`config.mk`:
```
export PLATFORM = sky130hd
export DESIGN_NAME = adc_to_ascii_voltage_flat
export DESIGN_NICKNAME = d
export VERILOG_FILES = /design/src/rtl/adcv_pkg.sv /design/src/rtl/adcv_ifs.sv /design/src/rtl/adcv_front.sv /design/src/rtl/adcv_queue.sv /design/src/rtl/adcv_back.sv /design/src/rtl/adc_to_ascii_voltage.sv /design/src/flat_wrapper.sv
export SDC_FILE = /design/constraint.sdc
export NUM_CORES = 1
export LEC_CHECK = 0
export BUFFER_PORTS_ARGS = -buffer_cell sky130_fd_sc_hd__buf_2
export CAP_MARGIN = 20
export CORE_UTILIZATION = 60
export CTS_CLUSTER_SIZE = 40
export DETAILED_ROUTE_END_ITERATION = 10
export PLACE_DENSITY_LB_ADDON = 0.08
export SLEW_MARGIN = 20
export SYNTH_ARGS = -nofsm -noshare
export SYNTH_HDL_FRONTEND = slang
export SYNTH_SLANG_ARGS = --single-unit
```
`constraint.sdc`:
```
create_clock -name clk -period 8.9 [get_ports clk]
set_clock_uncertainty 0.2 [all_clocks]
set_input_delay 0.89 -clock clk [delete_from_list [all_inputs] [get_ports clk]]
set_output_delay 0.89 -clock clk [all_outputs]
set_load 0.005 [all_outputs]
```
`src/rtl/adcv_pkg.sv`:
```
// adcv_pkg: shared widths, scaling constants, line record type and the
// character lookup for the ADC-to-ASCII voltage block. No dependencies.
`default_nettype none

package adcv_pkg;

  localparam int SAMPLE_W = 10;
  localparam int CHAR_W   = 8;
  localparam int DIGIT_W  = 4;
  localparam int POS_W    = 4;

  // mv = (sample * 10000 + 1023) / 2046, divided by an exact reciprocal
  localparam int NUM_W    = 24;
  localparam int RECIP_W  = 25;
  localparam int PROD_W   = NUM_W + RECIP_W;
  localparam int MV_SHIFT = 35;
  localparam int MV_W     = 13;
  localparam logic [NUM_W-1:0]   MV_SCALE = NUM_W'(10000);
  localparam logic [NUM_W-1:0]   MV_BIAS  = NUM_W'(1023);
  localparam logic [RECIP_W-1:0] MV_RECIP =
    RECIP_W'(((64'd1 << MV_SHIFT) + 64'd2045) / 64'd2046);

  localparam logic [MV_W-1:0] UNIT_THOUSANDS = MV_W'(1000);
  localparam logic [MV_W-1:0] UNIT_HUNDREDS  = MV_W'(100);
  localparam logic [MV_W-1:0] UNIT_TENS      = MV_W'(10);

  localparam int QUEUE_DEPTH_DEFAULT = 2;

  // ASCII characters of the line
  localparam logic [CHAR_W-1:0] CH_O     = 8'h4F;
  localparam logic [CHAR_W-1:0] CH_U     = 8'h75;
  localparam logic [CHAR_W-1:0] CH_T     = 8'h74;
  localparam logic [CHAR_W-1:0] CH_ONE   = 8'h31;
  localparam logic [CHAR_W-1:0] CH_TWO   = 8'h32;
  localparam logic [CHAR_W-1:0] CH_COLON = 8'h3A;
  localparam logic [CHAR_W-1:0] CH_SPACE = 8'h20;
  localparam logic [CHAR_W-1:0] CH_ZERO  = 8'h30;
  localparam logic [CHAR_W-1:0] CH_DOT   = 8'h2E;
  localparam logic [CHAR_W-1:0] CH_V     = 8'h56;
  localparam logic [CHAR_W-1:0] CH_TAB   = 8'h09;
  localparam logic [CHAR_W-1:0] CH_NL    = 8'h0A;

  // Character positions within a line
  localparam logic [POS_W-1:0] POS_O      = 4'd0;
  localparam logic [POS_W-1:0] POS_U      = 4'd1;
  localparam logic [POS_W-1:0] POS_T      = 4'd2;
  localparam logic [POS_W-1:0] POS_LABEL  = 4'd3;
  localparam logic [POS_W-1:0] POS_COLON  = 4'd4;
  localparam logic [POS_W-1:0] POS_SPACE  = 4'd5;
  localparam logic [POS_W-1:0] POS_UNITS  = 4'd6;
  localparam logic [POS_W-1:0] POS_DOT    = 4'd7;
  localparam logic [POS_W-1:0] POS_TENTHS = 4'd8;
  localparam logic [POS_W-1:0] POS_HUNDTH = 4'd9;
  localparam logic [POS_W-1:0] POS_THOUTH = 4'd10;
  localparam logic [POS_W-1:0] POS_VOLT   = 4'd11;
  localparam logic [POS_W-1:0] POS_END1   = 4'd12;
  localparam logic [POS_W-1:0] POS_END2   = 4'd13;

  typedef struct packed {
    logic               chan;
    logic [DIGIT_W-1:0] d3;
    logic [DIGIT_W-1:0] d2;
    logic [DIGIT_W-1:0] d1;
    logic [DIGIT_W-1:0] d0;
  } line_rec_t;

  typedef struct packed {
    logic [DIGIT_W-1:0] digit;
    logic [MV_W-1:0]    rem;
  } digit_split_t;

  // One decimal digit by parallel compares; valid while v < 10 * unit.
  function automatic digit_split_t split_digit(input logic [MV_W-1:0] v,
                                               input logic [MV_W-1:0] unit);
    digit_split_t res;
    logic [MV_W+3:0] thr;
    logic [MV_W+3:0] sub;
    res.digit = '0;
    thr = '0;
    for (int i = 1; i < 10; i++) begin
      thr = (MV_W+4)'(i) * {4'd0, unit};
      if ({4'd0, v} >= thr) begin
        res.digit = DIGIT_W'(i);
      end
    end
    sub = {{MV_W{1'b0}}, res.digit} * {4'd0, unit};
    res.rem = v - sub[MV_W-1:0];
    return res;
  endfunction

  function automatic logic [CHAR_W-1:0] digit_char(input logic [DIGIT_W-1:0] d);
    return CH_ZERO + {4'd0, d};
  endfunction

  function automatic logic line_last(input logic chan, input logic [POS_W-1:0] pos);
    return chan ? (pos == POS_END1) : (pos == POS_END2);
  endfunction

  function automatic logic [CHAR_W-1:0] line_char(input line_rec_t rec,
                                                  input logic [POS_W-1:0] pos);
    logic [CHAR_W-1:0] c;
    unique case (pos)
      POS_O:      c = CH_O;
      POS_U:      c = CH_U;
      POS_T:      c = CH_T;
      POS_LABEL:  c = rec.chan ? CH_ONE : CH_TWO;
      POS_COLON:  c = CH_COLON;
      POS_SPACE:  c = CH_SPACE;
      POS_UNITS:  c = digit_char(rec.d3);
      POS_DOT:    c = CH_DOT;
      POS_TENTHS: c = digit_char(rec.d2);
      POS_HUNDTH: c = digit_char(rec.d1);
      POS_THOUTH: c = digit_char(rec.d0);
      POS_VOLT:   c = CH_V;
      POS_END1:   c = rec.chan ? CH_TAB : CH_NL;
      default:    c = CH_NL;
    endcase
    return c;
  endfunction

endpackage

`default_nettype wire

```
`src/rtl/adcv_ifs.sv`:
```
// Valid/ready channel interfaces of the ADC-to-ASCII voltage block.
// Depends on adcv_pkg for field widths.
`default_nettype none

interface adcv_in_if import adcv_pkg::*; ();
  logic                valid;
  logic                ready;
  logic [SAMPLE_W-1:0] sample;
  logic                channel;
  modport source (output valid, sample, channel, input ready);
  modport sink   (input valid, sample, channel, output ready);
endinterface

interface adcv_out_if import adcv_pkg::*; ();
  logic              valid;
  logic              ready;
  logic [CHAR_W-1:0] char_out;
  logic              last;
  modport source (output valid, char_out, last, input ready);
  modport sink   (input valid, char_out, last, output ready);
endinterface

`default_nettype wire

```
`src/rtl/adcv_front.sv`:
```
// adcv_front: five-stage pipeline that scales a sample to millivolts and
// splits it into decimal digits. Depends on adcv_pkg and adcv_ifs.
`default_nettype none

module adcv_front import adcv_pkg::*; (
  input  wire logic  clk,
  input  wire logic  rst,
  adcv_in_if.sink    in_ch,
  output line_rec_t  rec,
  output logic       push,
  input  wire logic  q_ready
);

  logic advance;

  logic s1_valid, s2_valid, s3_valid, s4_valid, s5_valid;
  logic s1_chan, s2_chan, s3_chan, s4_chan;
  logic [NUM_W-1:0]   s1_num;
  logic [PROD_W-1:0]  s2_prod;
  logic [DIGIT_W-1:0] s3_d3;
  logic [MV_W-1:0]    s3_rem;
  logic [DIGIT_W-1:0] s4_d3, s4_d2;
  logic [MV_W-1:0]    s4_rem;
  line_rec_t          s5_rec;

  logic [MV_W-1:0] mv;
  digit_split_t    split3, split2, split1;

  // Whole pipe moves together; hold while the last stage cannot unload
  assign advance     = !s5_valid || q_ready;
  assign in_ch.ready = advance;
  assign push        = s5_valid && q_ready;
  assign rec         = s5_rec;

  assign mv     = s2_prod[MV_SHIFT +: MV_W];
  assign split3 = split_digit(mv, UNIT_THOUSANDS);
  assign split2 = split_digit(s3_rem, UNIT_HUNDREDS);
  assign split1 = split_digit(s4_rem, UNIT_TENS);

  always_ff @(posedge clk) begin
    if (rst) begin
      s1_valid <= 1'b0;
      s2_valid <= 1'b0;
      s3_valid <= 1'b0;
      s4_valid <= 1'b0;
      s5_valid <= 1'b0;
    end else if (advance) begin
      s1_valid <= in_ch.valid;
      s2_valid <= s1_valid;
      s3_valid <= s2_valid;
      s4_valid <= s3_valid;
      s5_valid <= s4_valid;
    end
  end

  always_ff @(posedge clk) begin
    if (advance) begin
      s1_num  <= {{(NUM_W-SAMPLE_W){1'b0}}, in_ch.sample} * MV_SCALE + MV_BIAS;
      s1_chan <= in_ch.channel;
      s2_prod <= {{RECIP_W{1'b0}}, s1_num} * {{NUM_W{1'b0}}, MV_RECIP};
      s2_chan <= s1_chan;
      s3_d3   <= split3.digit;
      s3_rem  <= split3.rem;
      s3_chan <= s2_chan;
      s4_d3   <= s3_d3;
      s4_d2   <= split2.digit;
      s4_rem  <= split2.rem;
      s4_chan <= s3_chan;
      s5_rec.chan <= s4_chan;
      s5_rec.d3   <= s4_d3;
      s5_rec.d2   <= s4_d2;
      s5_rec.d1   <= split1.digit;
      s5_rec.d0   <= split1.rem[DIGIT_W-1:0];
    end
  end

endmodule

`default_nettype wire

```
`src/rtl/adcv_queue.sv`:
```
// adcv_queue: small FIFO of digit records between front pipeline and
// character sequencer. Depends on adcv_pkg.
`default_nettype none

module adcv_queue import adcv_pkg::*; #(
  parameter int DEPTH = QUEUE_DEPTH_DEFAULT
) (
  input  wire logic       clk,
  input  wire logic       rst,
  input  wire logic       push,
  input  wire line_rec_t  push_rec,
  output logic            can_push,
  input  wire logic       pop,
  output logic            head_valid,
  output line_rec_t       head
);

  localparam int AW = (DEPTH > 1) ? $clog2(DEPTH) : 1;
  localparam int CW = $clog2(DEPTH + 1);

  line_rec_t mem [DEPTH];
  logic [AW-1:0] wr_ptr, rd_ptr;
  logic [CW-1:0] count;
  logic do_push, do_pop;

  assign can_push   = count != CW'(DEPTH);
  assign head_valid = count != '0;
  assign head       = mem[rd_ptr];
  assign do_push    = push && can_push;
  assign do_pop     = pop && head_valid;

  always_ff @(posedge clk) begin
    if (do_push) begin
      mem[wr_ptr] <= push_rec;
    end
  end

  always_ff @(posedge clk) begin
    if (rst) begin
      wr_ptr <= '0;
      rd_ptr <= '0;
      count  <= '0;
    end else begin
      if (do_push) begin
        wr_ptr <= (wr_ptr == AW'(DEPTH - 1)) ? '0 : wr_ptr + 1'b1;
      end
      if (do_pop) begin
        rd_ptr <= (rd_ptr == AW'(DEPTH - 1)) ? '0 : rd_ptr + 1'b1;
      end
      unique case ({do_push, do_pop})
        2'b10:   count <= count + 1'b1;
        2'b01:   count <= count - 1'b1;
        default: count <= count;
      endcase
    end
  end

endmodule

`default_nettype wire

```
`src/rtl/adcv_back.sv`:
```
// adcv_back: character sequencer; walks a line record one character per
// beat into a registered output. Depends on adcv_pkg and adcv_ifs.
`default_nettype none

module adcv_back import adcv_pkg::*; (
  input  wire logic       clk,
  input  wire logic       rst,
  input  wire logic       head_valid,
  input  wire line_rec_t  head,
  output logic            pop,
  adcv_out_if.source      out_ch
);

  logic [POS_W-1:0] pos;
  logic advance;
  logic at_last;

  assign advance = !out_ch.valid || out_ch.ready;
  assign at_last = line_last(head.chan, pos);
  assign pop     = advance && head_valid && at_last;

  always_ff @(posedge clk) begin
    if (rst) begin
      out_ch.valid <= 1'b0;
      pos          <= POS_O;
    end else if (advance) begin
      out_ch.valid <= head_valid;
      if (head_valid) begin
        pos <= at_last ? POS_O : pos + 1'b1;
      end
    end
  end

  always_ff @(posedge clk) begin
    if (advance) begin
      out_ch.char_out <= line_char(head, pos);
      out_ch.last     <= at_last;
    end
  end

endmodule

`default_nettype wire

```
`src/rtl/adc_to_ascii_voltage.sv`:
```
// adc_to_ascii_voltage: top level of the ADC sample to ASCII voltage line
// formatter. Depends on adcv_pkg, adcv_ifs, adcv_front, adcv_queue, adcv_back.
//
// Each accepted sample (10-bit code plus channel bit) becomes one text line,
// "Out1: d.dddV<tab>" for channel 1 (13 characters) or "Out2: d.dddV<nl><nl>"
// for channel 0 (14 characters), delivered one character per output beat with
// last set on the final one. The voltage is round-half-up of
// sample * 5000 / 1023 millivolts, computed exactly with a constant
// reciprocal multiply. A five-stage front pipeline does the scaling and digit
// split, a small record queue (QUEUE_DEPTH entries) decouples it from the
// character sequencer, and the sequencer emits one character per cycle while a
// record is waiting and the output is not stalled, with no gap between lines.
// Sustained sample throughput is set by this character output. The input side
// keeps accepting while the queue has room, and the output register lets a
// stalled character wait without blocking the front pipeline.
`default_nettype none

module adc_to_ascii_voltage import adcv_pkg::*; #(
  parameter int QUEUE_DEPTH = QUEUE_DEPTH_DEFAULT
) (
  input  wire logic  clk,
  input  wire logic  rst,
  adcv_in_if.sink    in_ch,
  adcv_out_if.source out_ch
);

  // Front to queue
  line_rec_t q_rec;
  logic      q_push;
  logic      q_ready;

  // Queue to back
  line_rec_t head;
  logic      head_valid;
  logic      pop;

  adcv_front u_front (
    .clk     (clk),
    .rst     (rst),
    .in_ch   (in_ch),
    .rec     (q_rec),
    .push    (q_push),
    .q_ready (q_ready)
  );

  adcv_queue #(
    .DEPTH (QUEUE_DEPTH)
  ) u_queue (
    .clk        (clk),
    .rst        (rst),
    .push       (q_push),
    .push_rec   (q_rec),
    .can_push   (q_ready),
    .pop        (pop),
    .head_valid (head_valid),
    .head       (head)
  );

  adcv_back u_back (
    .clk        (clk),
    .rst        (rst),
    .head_valid (head_valid),
    .head       (head),
    .pop        (pop),
    .out_ch     (out_ch)
  );

  // A line may only end on a tab or a newline
  a_last_char: assert property (@(posedge clk) disable iff (rst)
    out_ch.valid && out_ch.last |-> out_ch.char_out == CH_TAB || out_ch.char_out == CH_NL)
    else $error("line ended on a character other than its terminator");

  // After a line's last beat the next character out starts a new label
  a_new_line: assert property (@(posedge clk) disable iff (rst)
    out_ch.valid && out_ch.ready && out_ch.last |=> !out_ch.valid || out_ch.char_out == CH_O)
    else $error("line following a last beat did not start with its label");

  // Digits entering the queue stay decimal and within the 5 V range
  a_digits: assert property (@(posedge clk) disable iff (rst)
    q_push |-> q_rec.d3 <= 4'd5 && q_rec.d2 <= 4'd9 && q_rec.d1 <= 4'd9 && q_rec.d0 <= 4'd9)
    else $error("digit record out of range");

  // Full scale is exactly 5.000 V
  a_full_scale: assert property (@(posedge clk) disable iff (rst)
    q_push && q_rec.d3 == 4'd5 |-> q_rec.d2 == 4'd0 && q_rec.d1 == 4'd0 && q_rec.d0 == 4'd0)
    else $error("voltage above full scale");

  // Output holds no beat in the cycle after reset
  a_reset_idle: assert property (@(posedge clk)
    $past(rst) |-> !out_ch.valid)
    else $error("output valid right after reset");

endmodule

`default_nettype wire

```
`src/flat_wrapper.sv`:
```
// flat-port wrapper written by rule: the top's interface ports become plain ports
module adc_to_ascii_voltage_flat import adcv_pkg::*;
#(
  parameter int QUEUE_DEPTH = QUEUE_DEPTH_DEFAULT
)
  (clk, rst, in_ch_valid, in_ch_sample, in_ch_channel, in_ch_ready, out_ch_valid, out_ch_char_out, out_ch_last, out_ch_ready);
  adcv_in_if in_ch_i ();
  adcv_out_if out_ch_i ();
  input  wire logic clk;
  input  wire logic rst;
  input wire logic [$bits(in_ch_i.valid)-1:0] in_ch_valid;
  input wire logic [$bits(in_ch_i.sample)-1:0] in_ch_sample;
  input wire logic [$bits(in_ch_i.channel)-1:0] in_ch_channel;
  output wire logic [$bits(in_ch_i.ready)-1:0] in_ch_ready;
  output wire logic [$bits(out_ch_i.valid)-1:0] out_ch_valid;
  output wire logic [$bits(out_ch_i.char_out)-1:0] out_ch_char_out;
  output wire logic [$bits(out_ch_i.last)-1:0] out_ch_last;
  input wire logic [$bits(out_ch_i.ready)-1:0] out_ch_ready;
  assign in_ch_i.valid = in_ch_valid;
  assign in_ch_i.sample = in_ch_sample;
  assign in_ch_i.channel = in_ch_channel;
  assign in_ch_ready = in_ch_i.ready;
  assign out_ch_valid = out_ch_i.valid;
  assign out_ch_char_out = out_ch_i.char_out;
  assign out_ch_last = out_ch_i.last;
  assign out_ch_i.ready = out_ch_ready;
  adc_to_ascii_voltage #(.QUEUE_DEPTH(QUEUE_DEPTH)) u_core (.clk(clk), .rst(rst), .in_ch(in_ch_i), .out_ch(out_ch_i));
endmodule
```
==> results.py <==
metrics = {
    "run_status": {
        "status": "completed",
    },
    "floorplanning": {
        "die_w_microns": 144,
        "core-area_sq_mm": 0.0195,
        "die_area_sq_mm": 0.0206,
        "die_h_microns": 144,
        "ios": 26,
        "placementRows": 51,
        "start_util": 0.615,
    },
    "placement": {
        "gp_congestion": 0.841,
        "hpwl_microns": 16700,
        "port_buffers": 24,
    },
    "route": {
        "drt-total-wl_microns": 21500,
        "drtIter0Drc": 320,
        "ant_nets": 0,
        "drc": 0,
        "post_drt_wl_per_cell_microns": 15.2,
        "vias": 7923,
        "viasPerCell": 5.60,
        "first_pass_iters": 5,
    },
    "worst_setup_path": {
        "start_kind": "primary input",
        "rrSetupSlack_ps": 3830,
        "worstSetupEndpointType": "flip-flop",
        "crit_required_ps": 8850,
        "arrival_ps": 5140,
        "cp_max_fo": 7,
        "criticalPathCategory": "primary input to flip-flop",
        "reg2reg_from": "u_core.u_front.s1_num[19]$_DFFE_PP_",
        "reg2reg_depth": 17,
        "r2r-end": "u_core.u_front.s2_prod[46]$_DFFE_PP_",
    },
    "yosys": {
        "syn_area_sq_mm": 0.0120,
        "synth_edf_count": 134,
        "syn-num-nets": 1405,
        "async_reset_ff_frac": 0,
        "yosys.area.top_type_share": 0.335,
        "ys_top_cells_by_count": "240 x ha_1, 153 x inv_1, 134 x edfxtp_1",
        "ys_seq_area_frac": 0.360,
        "synth_top_cell_by_area": "edfxtp_1",
        "synth.area.top_cells": "edfxtp_1 33%, ha_1 25%, fa_1 6.0%",
        "synth_most_common_cell": "ha_1",
        "yosys_warnings": 0,
        "ys.flop_type": "edfxtp_1",
        "syn-mean-instance-area_sq_um": 10.8,
        "synth_cells": 1114,
        "ys_types": 76,
        "ys_ff_latch": 149,
    },
    "global_route": {
        "top_usage_layer": "met2",
        "use_met1": 0.323,
        "grt_use_total": 0.226,
        "antenna_found_initial": 0,
        "grt_pass1_wl_microns": 36400,
        "grt-ovfl-total": 0,
        "grt_util_met3": 0.0363,
        "gr-usage-met2": 0.358,
        "grt_pass1_vias": 7740,
        "grt_max_degree": 54,
    },
    "sta": {
        "rsz0062_at_grt": "false",
        "drv_slew": 0,
        "tns_ps": 0,
        "layout_min_cycle_time_ps": 5190,
        "fin_crit_sh": 0.583,
        "finalSetupViolations": 0,
        "fmax_ghz": 0.193,
        "slew_headroom": 0.331,
        "timing.final.hold_violations": 0,
        "worst_pin_slew_ps": 994,
    },
    "cells_and_area": {
        "antenna_cells": 0,
        "syn_to_final_growth_pct": 8.12,
        "num-fill-cells": 1580,
        "final_util": 0.665,
        "nets": 1429,
        "drive_above_1_share": 0.0712,
    },
    "clock_tree": {
        "cts-resized-gates": 0,
        "root_buffer": "clkbuf_16",
        "clkTransAtPathRegs_ps": 60,
        "cts.path.max_buffers": 2,
        "clock-sinks": 149,
        "numCtsBuffers": 17,
        "cts-hold-fix-buffers": 0,
        "htreeDepth": 4,
        "cts_tree": "done",
        "clock_latency_ps": 420,
        "cts_setup_buffers": 0,
    },
    "flow_run": {
        "maxCapViolCount": 0,
    },
    "worst_hold_path": {
        "holdCritStartpoint": "u_core.u_front.s2_prod[35]$_DFFE_PP_",
        "min_to": "u_core.u_front.s3_rem[0]$_DFFE_PP_",
        "holdPathStages": 0,
        "hold_path_class": "flip-flop to flip-flop",
    },
}
-- layout make-up --
class | count | area, sq um | share of cell area
multi-input cells | 791 | 7030 | 0.541
flip-flops and latches | 149 | 4320 | 0.333
inverters | 153 | 574 | 0.0442
clock buffers | 23 | 520 | 0.0401
well taps | 265 | 332 | 0.0255
repair buffers | 26 | 135 | 0.0104
clock inverters | 9 | 73.8 | 0.00568
-- cells by family (layout without fill, tap and decap cells) --
family          after synthesis  in the layout  share of synthesized area
fa+ha+maj                   277            277                      0.311
other cells                   2              2                   0.000625
mux                          16             16                     0.0142
flops                       149            149                      0.360
compound gates              201            201                      0.115
simple gates                229            229                     0.0969
buf+inv                     174            211                     0.0551
xor+xnor                     66             66                     0.0481
-- worst max-delay path by stage --
stage	from	endpoint	depth (start not counted)
after floorplan	in_ch_sample[6]	u_core.u_front.s1_num[23]$_DFFE_PP_	15
after global placement	in_ch_sample[4]	u_core.u_front.s1_num[22]$_DFFE_PP_	17
after detailed placement	in_ch_sample[4]	u_core.u_front.s1_num[22]$_DFFE_PP_	17
after CTS	in_ch_sample[4]	u_core.u_front.s1_num[22]$_DFFE_PP_	17
after global routing	in_ch_sample[3]	u_core.u_front.s1_num[23]$_DFFE_PP_	17
final	in_ch_sample[4]	u_core.u_front.s1_num[22]$_DFFE_PP_	17
-- metrics by stage --
stage               setup WS (ps)  area, sq um  hold slack [ps]  cells
CTS                          3710        13000              221   1416
finish                       3710        13000              214   1416
detailed placement           3290        12400              205   1384
global route                 3410        13000              219   1416
global placement             3350        12400              203   1384
floorplan                    3710        12000              200   1114
-- worst max-delay path, cell delays in order --
cell	delay, ps
buf_2	150
fa_1	480
ha_1	280
inv_1	50
fa_1	530
inv_1	40
ha_1	280
ha_1	290
ha_1	380
nor2b_1	170
a221o_1	310
a211oi_1	610
nor2_1	90
and4bb_1	250
nand3_1	140
nor3_2	60
xnor2_1	130
-- sequential cells by signal, indices dropped and copies added, names as in the netlist, 2 cells and up, named ones only --
name                           flops
u_core.u_back.out_ch.char_out      7
u_core.u_front.s2_prod            13
u_core.u_queue.count               2
u_core.u_front.s4_d2               4
u_core.u_front.rec                17
u_core.u_front.s1_num             20
u_core.u_front.s3_rem             13
u_core.u_back.pos                  4
u_core.u_queue.mem                34
u_core.u_front.s3_d3               4
u_core.u_front.s4_d3               4
u_core.u_front.s4_rem             13
-- layout by cell type, fill, tap and decap left out, drive strengths merged, types with 5 or more instances in the layout --
master,n
a21o,19
mux2i,8
nor2,77
nand3,15
a211o,5
nor4,7
fa,36
a22oi,5
a21boi,7
a31oi,14
and3,6
xnor2,38
inv,161
or3,7
ha,240
a21oi,44
nand2,46
nand4,8
clkbuf,23
o211ai,11
dfxtp,15
o21ai,40
nor3b,5
xor2,28
nor2b,12
edfxtp,134
a211oi,6
o21bai,7
nor3,20
buf,26
nand2b,11
mux2,8
-- layer usage --
layer	vias to the layer above	share of wire
li1	4042	-
met4	0	0.0098
met3	15	0.025
met1	3751	0.51
met2	115	0.45
met5	-	0
Power is not shown: default switching activity piles up to over one toggle a cycle in this logic, so the estimate is an artifact.
